### src/assert_macros.svh
// Assertion macros shared by the RTL.
// No dependencies.
`ifndef ASSERT_MACROS_SVH
`define ASSERT_MACROS_SVH

// Same-cycle implication under synchronous reset.
`define RGBC_ASSERT_IMP(label, clk_s, rst_s, ante, cons) \
  label: assert property (@(posedge clk_s) disable iff (rst_s) (ante) |-> (cons)) \
    else $error("rgbc assertion failed");

// Implication after a fixed number of cycles.
`define RGBC_ASSERT_DLY(label, clk_s, rst_s, ante, n, cons) \
  label: assert property (@(posedge clk_s) disable iff (rst_s) (ante) |-> ##n (cons)) \
    else $error("rgbc assertion failed");

`endif

### src/rgbc_pkg.sv
// Types and constants for the RGBC to HSL converter.
// No dependencies.
`timescale 1ns / 1ps

package rgbc_pkg;

  localparam logic [6:0] PCT_FULL  = 7'd100;
  localparam logic [6:0] LIGHT_MID = 7'd50;
  localparam logic [7:0] SUM_FULL  = 8'd200;
  localparam logic [5:0] HUE_STEP  = 6'd60;
  localparam logic [8:0] HUE_RED   = 9'd0;
  localparam logic [8:0] HUE_GREEN = 9'd120;
  localparam logic [8:0] HUE_BLUE  = 9'd240;
  localparam logic [8:0] HUE_WRAP  = 9'd360;
  localparam int unsigned Q_BITS   = 7;

  // Sideband carried through the hue divider.
  typedef struct packed {
    logic       fault;
    logic       grey;
    logic       neg;
    logic [8:0] offset;
    logic [6:0] light;
  } hsl_side_t;

endpackage

### src/rgbc_div.sv
// Pipelined restoring divider, one quotient bit per stage, shared denominator.
// Depends on nothing; used by rgbc_to_hsl_converter_core.
`timescale 1ns / 1ps

module rgbc_div #(
  parameter int N_W    = 23,
  parameter int D_W    = 16,
  parameter int Q_BITS = 7,
  parameter int LANES  = 1,
  parameter int SIDE_W = 1
) (
  input  logic                          clk,
  input  logic                          rst,
  input  logic                          valid_in,
  input  logic [LANES-1:0][N_W-1:0]     num,
  input  logic [D_W-1:0]                den,
  input  logic [SIDE_W-1:0]             side_in,
  output logic                          valid_out,
  output logic [LANES-1:0][Q_BITS-1:0]  quo,
  output logic [LANES-1:0]              ovf,
  output logic [SIDE_W-1:0]             side_out
);

  localparam int CW = (N_W > D_W + Q_BITS) ? N_W : D_W + Q_BITS;

  logic [Q_BITS:0]       v;
  logic [CW-1:0]         rem    [0:Q_BITS][0:LANES-1];
  logic [Q_BITS-1:0]     q      [0:Q_BITS][0:LANES-1];
  logic                  ov     [0:Q_BITS][0:LANES-1];
  logic [D_W-1:0]        den_r  [0:Q_BITS];
  logic [SIDE_W-1:0]     side_r [0:Q_BITS];

  // Entry stage: latch operands, flag quotients that do not fit.
  always_ff @(posedge clk) begin
    if (rst) begin
      v[0] <= 1'b0;
    end else begin
      v[0] <= valid_in;
    end
    den_r[0]  <= den;
    side_r[0] <= side_in;
    for (int l = 0; l < LANES; l++) begin
      rem[0][l] <= CW'(num[l]);
      q[0][l]   <= '0;
      ov[0][l]  <= CW'(num[l]) >= (CW'(den) << Q_BITS);
    end
  end

  for (genvar s = 0; s < Q_BITS; s++) begin : g_step
    localparam int SH = Q_BITS - 1 - s;
    always_ff @(posedge clk) begin
      if (rst) begin
        v[s+1] <= 1'b0;
      end else begin
        v[s+1] <= v[s];
      end
      den_r[s+1]  <= den_r[s];
      side_r[s+1] <= side_r[s];
      for (int l = 0; l < LANES; l++) begin
        ov[s+1][l] <= ov[s][l];
        if (rem[s][l] >= (CW'(den_r[s]) << SH)) begin
          rem[s+1][l] <= rem[s][l] - (CW'(den_r[s]) << SH);
          q[s+1][l]   <= q[s][l] | (Q_BITS'(1) << SH);
        end else begin
          rem[s+1][l] <= rem[s][l];
          q[s+1][l]   <= q[s][l];
        end
      end
    end
  end

  assign valid_out = v[Q_BITS];
  assign side_out  = side_r[Q_BITS];
  always_comb begin
    for (int l = 0; l < LANES; l++) begin
      quo[l] = q[Q_BITS][l];
      ovf[l] = ov[Q_BITS][l];
    end
  end

endmodule

### src/rgbc_to_hsl_converter_core.sv
// Top level of the RGBC to HSL converter.
// Depends on rgbc_pkg, rgbc_div and assert_macros.svh.
`timescale 1ns / 1ps
`include "assert_macros.svh"

// Converts one color-sensor word (red, green, blue, clear counts) into hue in
// degrees, saturation and lightness in percent. A word is taken on every
// clock edge where start is high; busy is always low, so a new word may enter
// every cycle. Each result is held for one cycle with done high; the receiver
// cannot stall, so it must sample on done. The path runs through two levels
// of 8-stage pipelined dividers (color over clear, then the hue and
// saturation quotients side by side) plus three register stages between and
// after them. A clear count of zero returns zeros with zero_clear_fault
// set. Percentages above 100 clamp to 100.
module rgbc_to_hsl_converter_core #(
  parameter int COUNT_BITS = 16
) (
  input  logic        clk,
  input  logic        rst,
  input  logic        start,
  output logic        busy,
  input  logic [15:0] red_count,
  input  logic [15:0] green_count,
  input  logic [15:0] blue_count,
  input  logic [15:0] clear_count,
  output logic        done,
  output logic [8:0]  hue_degrees,
  output logic [6:0]  saturation_pct,
  output logic [6:0]  lightness_pct,
  output logic        zero_clear_fault
);

  localparam int PW      = COUNT_BITS + 7;          // count * 100
  localparam int QB      = rgbc_pkg::Q_BITS;
  localparam int LATENCY = 2 * (QB + 1) + 3;
  localparam int SIDE_W  = $bits(rgbc_pkg::hsl_side_t);

  // Fully pipelined: never busy.
  assign busy = 1'b0;

  // ---- Color percentages: count * 100 / clear ----
  logic [2:0][PW-1:0]  c_num;
  logic [2:0][QB-1:0]  c_quo;
  logic [2:0]          c_ovf;
  logic                c_valid, c_fault;

  assign c_num[0] = PW'(red_count[COUNT_BITS-1:0])   * PW'(rgbc_pkg::PCT_FULL);
  assign c_num[1] = PW'(green_count[COUNT_BITS-1:0]) * PW'(rgbc_pkg::PCT_FULL);
  assign c_num[2] = PW'(blue_count[COUNT_BITS-1:0])  * PW'(rgbc_pkg::PCT_FULL);

  rgbc_div #(
    .N_W(PW), .D_W(COUNT_BITS), .Q_BITS(QB), .LANES(3), .SIDE_W(1)
  ) u_color_div (
    .clk(clk), .rst(rst),
    .valid_in(start & ~busy),
    .num(c_num),
    .den(clear_count[COUNT_BITS-1:0]),
    .side_in(clear_count[COUNT_BITS-1:0] == '0),
    .valid_out(c_valid),
    .quo(c_quo),
    .ovf(c_ovf),
    .side_out(c_fault)
  );

  // ---- Stage B: clamp to 100 ----
  logic       b_valid, b_fault;
  logic [6:0] b_pct [0:2];

  always_ff @(posedge clk) begin
    if (rst) begin
      b_valid <= 1'b0;
    end else begin
      b_valid <= c_valid;
    end
    b_fault <= c_fault;
    for (int l = 0; l < 3; l++) begin
      b_pct[l] <= (c_ovf[l] || c_quo[l] > rgbc_pkg::PCT_FULL) ? rgbc_pkg::PCT_FULL : c_quo[l];
    end
  end

  // ---- Stage C: max/min, sector pick, divider operands ----
  logic [6:0] r, g, b, mx, mn, dif, sa, sb, sdiff;
  logic [7:0] sum, den_s_next;
  logic [8:0] off;
  rgbc_pkg::hsl_side_t side_next;

  always_comb begin
    r = b_pct[0];
    g = b_pct[1];
    b = b_pct[2];
    mx = r;
    if (g > mx) mx = g;
    if (b > mx) mx = b;
    mn = r;
    if (g < mn) mn = g;
    if (b < mn) mn = b;
    dif = mx - mn;
    sum = {1'b0, mx} + {1'b0, mn};
    // red wins ties over green, green over blue
    if (r >= g && r >= b) begin
      sa  = g;
      sb  = b;
      off = (g >= b) ? rgbc_pkg::HUE_RED : rgbc_pkg::HUE_WRAP;
    end else if (g >= b) begin
      sa  = b;
      sb  = r;
      off = rgbc_pkg::HUE_GREEN;
    end else begin
      sa  = r;
      sb  = g;
      off = rgbc_pkg::HUE_BLUE;
    end
    sdiff = (sa >= sb) ? sa - sb : sb - sa;
    side_next.fault  = b_fault;
    side_next.grey   = (dif == '0);
    side_next.neg    = (sa < sb);
    side_next.offset = off;
    side_next.light  = sum[7:1];
    den_s_next = (sum[7:1] <= rgbc_pkg::LIGHT_MID) ? sum : rgbc_pkg::SUM_FULL - sum;
  end

  logic                c_valid2;
  logic [0:0][12:0]    h_num;
  logic [0:0][13:0]    s_num;
  logic [6:0]          h_den;
  logic [7:0]          s_den;
  rgbc_pkg::hsl_side_t h_side;
  logic                s_zero;

  always_ff @(posedge clk) begin
    if (rst) begin
      c_valid2 <= 1'b0;
    end else begin
      c_valid2 <= b_valid;
    end
    h_num[0] <= 13'(sdiff) * 13'(rgbc_pkg::HUE_STEP);
    s_num[0] <= 14'(dif) * 14'(rgbc_pkg::PCT_FULL);
    h_den    <= dif;
    s_den    <= den_s_next;
    h_side   <= side_next;
    s_zero   <= side_next.grey | b_fault;
  end

  // ---- Hue and saturation quotients ----
  logic [0:0][QB-1:0] h_quo, s_quo;
  logic [0:0]         h_ovf, s_ovf;
  logic               h_valid, s_valid, o_zero;
  logic [SIDE_W-1:0]  o_side_bits;
  rgbc_pkg::hsl_side_t o_side;

  rgbc_div #(
    .N_W(13), .D_W(7), .Q_BITS(QB), .LANES(1), .SIDE_W(SIDE_W)
  ) u_hue_div (
    .clk(clk), .rst(rst),
    .valid_in(c_valid2),
    .num(h_num),
    .den(h_den),
    .side_in(h_side),
    .valid_out(h_valid),
    .quo(h_quo),
    .ovf(h_ovf),
    .side_out(o_side_bits)
  );

  rgbc_div #(
    .N_W(14), .D_W(8), .Q_BITS(QB), .LANES(1), .SIDE_W(1)
  ) u_sat_div (
    .clk(clk), .rst(rst),
    .valid_in(c_valid2),
    .num(s_num),
    .den(s_den),
    .side_in(s_zero),
    .valid_out(s_valid),
    .quo(s_quo),
    .ovf(s_ovf),
    .side_out(o_zero)
  );

  assign o_side = rgbc_pkg::hsl_side_t'(o_side_bits);

  // ---- Output stage ----
  logic [8:0] hq;
  logic [6:0] sq;

  always_comb begin
    hq = h_ovf[0] ? 9'(rgbc_pkg::HUE_STEP) : 9'(h_quo[0]);
    sq = (s_ovf[0] || s_quo[0] > rgbc_pkg::PCT_FULL) ? rgbc_pkg::PCT_FULL : s_quo[0];
  end

  always_ff @(posedge clk) begin
    if (rst) begin
      done <= 1'b0;
    end else begin
      done <= h_valid & s_valid;
    end
    zero_clear_fault <= o_side.fault;
    lightness_pct    <= o_side.fault ? '0 : o_side.light;
    saturation_pct   <= o_zero ? '0 : sq;
    if (o_side.fault || o_side.grey) begin
      hue_degrees <= '0;
    end else if (o_side.neg) begin
      hue_degrees <= o_side.offset - hq;
    end else begin
      hue_degrees <= o_side.offset + hq;
    end
  end

  // ---- Assertions ----
  `RGBC_ASSERT_DLY(a_latency, clk, rst, start, LATENCY, done)
  `RGBC_ASSERT_IMP(a_fault_zero, clk, rst, done && zero_clear_fault,
    hue_degrees == '0 && saturation_pct == '0 && lightness_pct == '0)
  `RGBC_ASSERT_IMP(a_range, clk, rst, done,
    hue_degrees <= rgbc_pkg::HUE_WRAP && saturation_pct <= rgbc_pkg::PCT_FULL &&
    lightness_pct <= rgbc_pkg::PCT_FULL)

endmodule
### config.mk
export PLATFORM = sky130hd
export DESIGN_NAME = rgbc_to_hsl_converter_core
export DESIGN_NICKNAME = d
export VERILOG_FILES = /design/src/rgbc_pkg.sv /design/src/rgbc_div.sv /design/src/rgbc_to_hsl_converter_core.sv
export VERILOG_INCLUDE_DIRS = /design/src /design/src/src
export SDC_FILE = /design/constraint.sdc
export NUM_CORES = 2
export LEC_CHECK = 0
export BUFFER_PORTS_ARGS = -buffer_cell sky130_fd_sc_hd__buf_2
export CAP_MARGIN = 10
export CELL_PAD_IN_SITES_DETAIL_PLACEMENT = 1
export CELL_PAD_IN_SITES_GLOBAL_PLACEMENT = 1
export CORE_MARGIN = 2
export CORE_UTILIZATION = 45
export CTS_CLUSTER_SIZE = 14
export DETAILED_ROUTE_END_ITERATION = 10
export HOLD_SLACK_MARGIN = 0.12
export MAX_ROUTING_LAYER = met4
export PLACE_DENSITY_LB_ADDON = 0.1
export SLEW_MARGIN = 20
export SYNTH_ARGS = -nofsm -noshare
export SYNTH_HDL_FRONTEND = slang
export SYNTH_SLANG_ARGS = --single-unit
### constraint.sdc
create_clock -name clk -period 7.3 [get_ports clk]
set_input_delay 0.365 -clock clk [delete_from_list [all_inputs] [get_ports clk]]
set_output_delay 0.365 -clock clk [all_outputs]
set_load 0.02 [all_outputs]
==> results.sh <==
export IMPL_finalCritPeriodShare_pct=96.3
export IMPL_critPathArrivalTime_ps=7730
export IMPL_drv_slew=0
export IMPL_hpwl_um=134000
export IMPL_clk_pin_slew_ps=60
export IMPL_grt_total_usage_pct=24.9
export IMPL_syn_area_um2=60900
export IMPL_async_flop_share_pct=0
export IMPL_antenna_found_initial=0
export IMPL_clock_sinks=1248
export IMPL_fin_skew_ps=46.7
export IMPL_synth_area_per_cell_um2=9.58
export IMPL_vias=45323
export IMPL_yosys_register_bits=1248
export IMPL_viasPerCell=5.36
export IMPL_grt_max_degree=35
export IMPL_drv_cap=0
export IMPL_cp_top_family="compound AO/OA/AOI/OAI gates"
export IMPL_start_util_pct=45.5
export IMPL_fin_nets=7501
export IMPL_grt_pass1_wl_um=262000
export IMPL_outcome="completed"
export IMPL_setup_violations=0
export IMPL_critPathSlowestCell="fa_1"
export IMPL_drc=0
export IMPL_post_dp_cell_area_um2=63500
export IMPL_design_area_um2=68900
export IMPL_portBuffers=91
export IMPL_row_count=134
export IMPL_htreeDepth=4
export IMPL_synth_ff_type="dfxtp_1"
export IMPL_drive_above_1_share_pct=8.32
export IMPL_fin_crit_ps=7030
export IMPL_worst_slew_pin_transition_ps=1060
export IMPL_grt_ovfl_total=0
export IMPL_dieArea_um2=138000
export IMPL_tritoncts="done"
export IMPL_fmax_mhz=142
export IMPL_wl_per_cell_um=19.7
export IMPL_syn_inst=6357
export IMPL_cp_end_kind="register"
export IMPL_yosysUniqueCellTypes=92
export IMPL_ys_seq_area_share_pct=41.0
export IMPL_core_um2=134000
export IMPL_hold_path_class="input pin to register"
export IMPL_worstPathMaxFanout=7
export IMPL_drtIter0Drc=1992
export IMPL_clockBufferDepth=3
export IMPL_final_util_pct=51.4
export IMPL_relSlewSlack_pct=29.5
export IMPL_dieWidth_um=372
export IMPL_cp_start_kind="register"
export IMPL_path_common_cell="a21o_1"
export IMPL_dp_cells=8158
export IMPL_required_ps=7990
export IMPL_syn2layout_area_growth_pct=13.2
export IMPL_critPathBufInv=7
export IMPL_final_cells=8463
export IMPL_rrSetupSlack_ps=270
export IMPL_die_h_um=372
export IMPL_gp_congestion=0.920
export IMPL_pin_count=93
export IMPL_yosys_warnings=0
export IMPL_clk_latency_ps=780
export IMPL_slowest_delay_ps=510
export IMPL_grt_pass1_vias=47612
export IMPL_criticalPathCategory="register to register"
export IMPL_first_pass_iters=5
export IMPL_synth_edf_count=0
export IMPL_hold_viol_final=0
export IMPL_numCtsBuffers=137
export IMPL_routed_wl_um=167000
export IMPL_root_buffer="clkbuf_16"
export IMPL_antenna_left=0
==> worst register-to-register path: cells and delay by family, from the launching register on <==
family	cells	cell delay [ps]
simple gates	1	150
xor+xnor	2	240
mux	3	760
buf+inv	7	880
compound gates	15	2670
fa+ha+maj	5	1940
flops	1	330
==> cell families (layout without fill, tap and decap cells) <==
kind of cell | count (synthesis) | count (layout) | synth area share [%]
compound gates | 1423 | 1423 | 14.6
mux | 145 | 145 | 2.68
fa+ha+maj | 849 | 849 | 18.4
flops | 1248 | 1248 | 41.0
buf+inv | 735 | 1069 | 4.68
xor+xnor | 422 | 422 | 6.07
other cells | 1 | 5 | 0.00616
simple gates | 1534 | 1534 | 12.5
==> area by class of cell <==
cell class              instances  area [um^2]
clock buffers                 192         3930
flip-flops and latches       1248        25000
clock inverters                54          808
repair buffers                197         1350
multi-input cells            4375        33300
fillers                     14935        65000
diodes                          3         7.51
inverters                     626         2350
well taps                    1768         2210
==> routing by layer <==
layer,vias up,GRT usage [%],wire length [um]
met4,0,6.54,3940
li1,22373,-,-
met2,585,43.4,82500
met5,-,-,0
met3,240,3.05,4890
met1,22125,30.3,75500
==> flip-flops by register name, indices dropped and copies added, names as in the netlist, 11 cells and up, named ones only <==
name and cells:
u_color_div.rem 444, u_hue_div.rem 84, u_sat_div.rem 78, h_num 11
u_hue_div.den_r 45, u_color_div.den_r 112, u_hue_div.side_r 120, u_sat_div.den_r 53
u_hue_div.q 28, u_color_div.q 84, u_sat_div.q 28, h_side 15
b_pct 21, u_color_div.ov 24
==> path summary, 6_finish.rpt <==
kind,startpoint,end,cells past startpoint
hold / removal,blue_count[14],u_color_div.rem[0][22]$_DFF_P_,4
hold reg to reg,u_color_div.q[0][47]$_DFF_P_,u_color_div.q[0][68]$_DFF_P_,0
setup reg to reg,b_pct[0][7]$_SDFF_PP0_,h_num[12]$_DFF_P_,33
setup / recovery,b_pct[0][7]$_SDFF_PP0_,h_num[12]$_DFF_P_,33
==> placed cells by master, fill, tap and decap left out, types with 21 or more instances in the layout <==
cell / Yosys / layout
a211oi_1: 26 / 26
a21boi_0: 23 / 23
a21o_1: 176 / 176
a21oi_1: 370 / 361
a31oi_1: 42 / 40
and2_1: 40 / 40
and3_1: 36 / 36
buf_2: 10 / 92
buf_4: 2 / 67
clkbuf_1: 89 / 28
clkbuf_16: 0 / 139
clkbuf_8: 0 / 25
clkinv_2: 0 / 21
dfxtp_1: 1248 / 1247
dlygate4sd3_1: 0 / 36
fa_1: 80 / 80
ha_1: 769 / 769
inv_1: 625 / 625
mux2_2: 62 / 62
mux2_4: 21 / 21
mux2i_1: 62 / 52
nand2_1: 423 / 423
nand2b_1: 104 / 103
nand3_1: 77 / 77
nand4_1: 59 / 59
nor2_1: 372 / 372
nor2b_1: 141 / 141
nor3_1: 103 / 102
nor4_1: 39 / 39
o21a_1: 83 / 82
o21ai_0: 428 / 424
o21bai_1: 32 / 31
o31a_1: 27 / 27
o31ai_1: 46 / 46
or2_2: 22 / 22
or3_1: 29 / 29
xnor2_1: 227 / 224
xor2_1: 195 / 195
==> timing repair <==
action,in CTS,in global routing
hold buffers,36,0
cloned,0,1
setup buffers,1,18
setup endpoints to repair,1,7
hold endpoints to repair,52,0
pin swaps,1,4
resized for setup,0,37
==> cell usage after synthesis, types with 22 or more instances <==
master | instances | area, um^2
nor3_1 | 103 | 515
nand2b_1 | 104 | 651
a211oi_1 | 26 | 195
a21o_1 | 176 | 1320
nand3_1 | 77 | 385
or3_1 | 29 | 181
ha_1 | 769 | 9620
and3_1 | 36 | 225
fa_1 | 80 | 1600
xnor2_1 | 227 | 1990
and2_1 | 40 | 250
clkbuf_1 | 89 | 334
nor2b_1 | 141 | 882
mux2_2 | 62 | 698
dfxtp_1 | 1248 | 25000
o21a_1 | 83 | 623
or2_2 | 22 | 138
xor2_1 | 195 | 1710
nor4_1 | 39 | 244
inv_1 | 625 | 2350
o21bai_1 | 32 | 240
o21ai_0 | 428 | 2140
nand2_1 | 423 | 1590
o31a_1 | 27 | 236
a21boi_0 | 23 | 173
nand4_1 | 59 | 369
mux2i_1 | 62 | 621
a31oi_1 | 42 | 263
a21oi_1 | 370 | 1850
o31ai_1 | 46 | 345
nor2_1 | 372 | 1400
==> metrics by stage <==
step / hold slack (ps) / setup WS (ps) / setup TNS, ps
3_3_place_gp: 310 / 165 / 0
3_5_place_dp: 313 / 75.1 / 0
2_1_floorplan: 310 / 297 / 0
5_1_grt: 192 / -80.7 / -153
6_report: 190 / 269 / 0
4_1_cts: 152 / 51.2 / 0
Power is not shown: default switching activity piles up to over one toggle a cycle in this logic, so the estimate is an artifact.
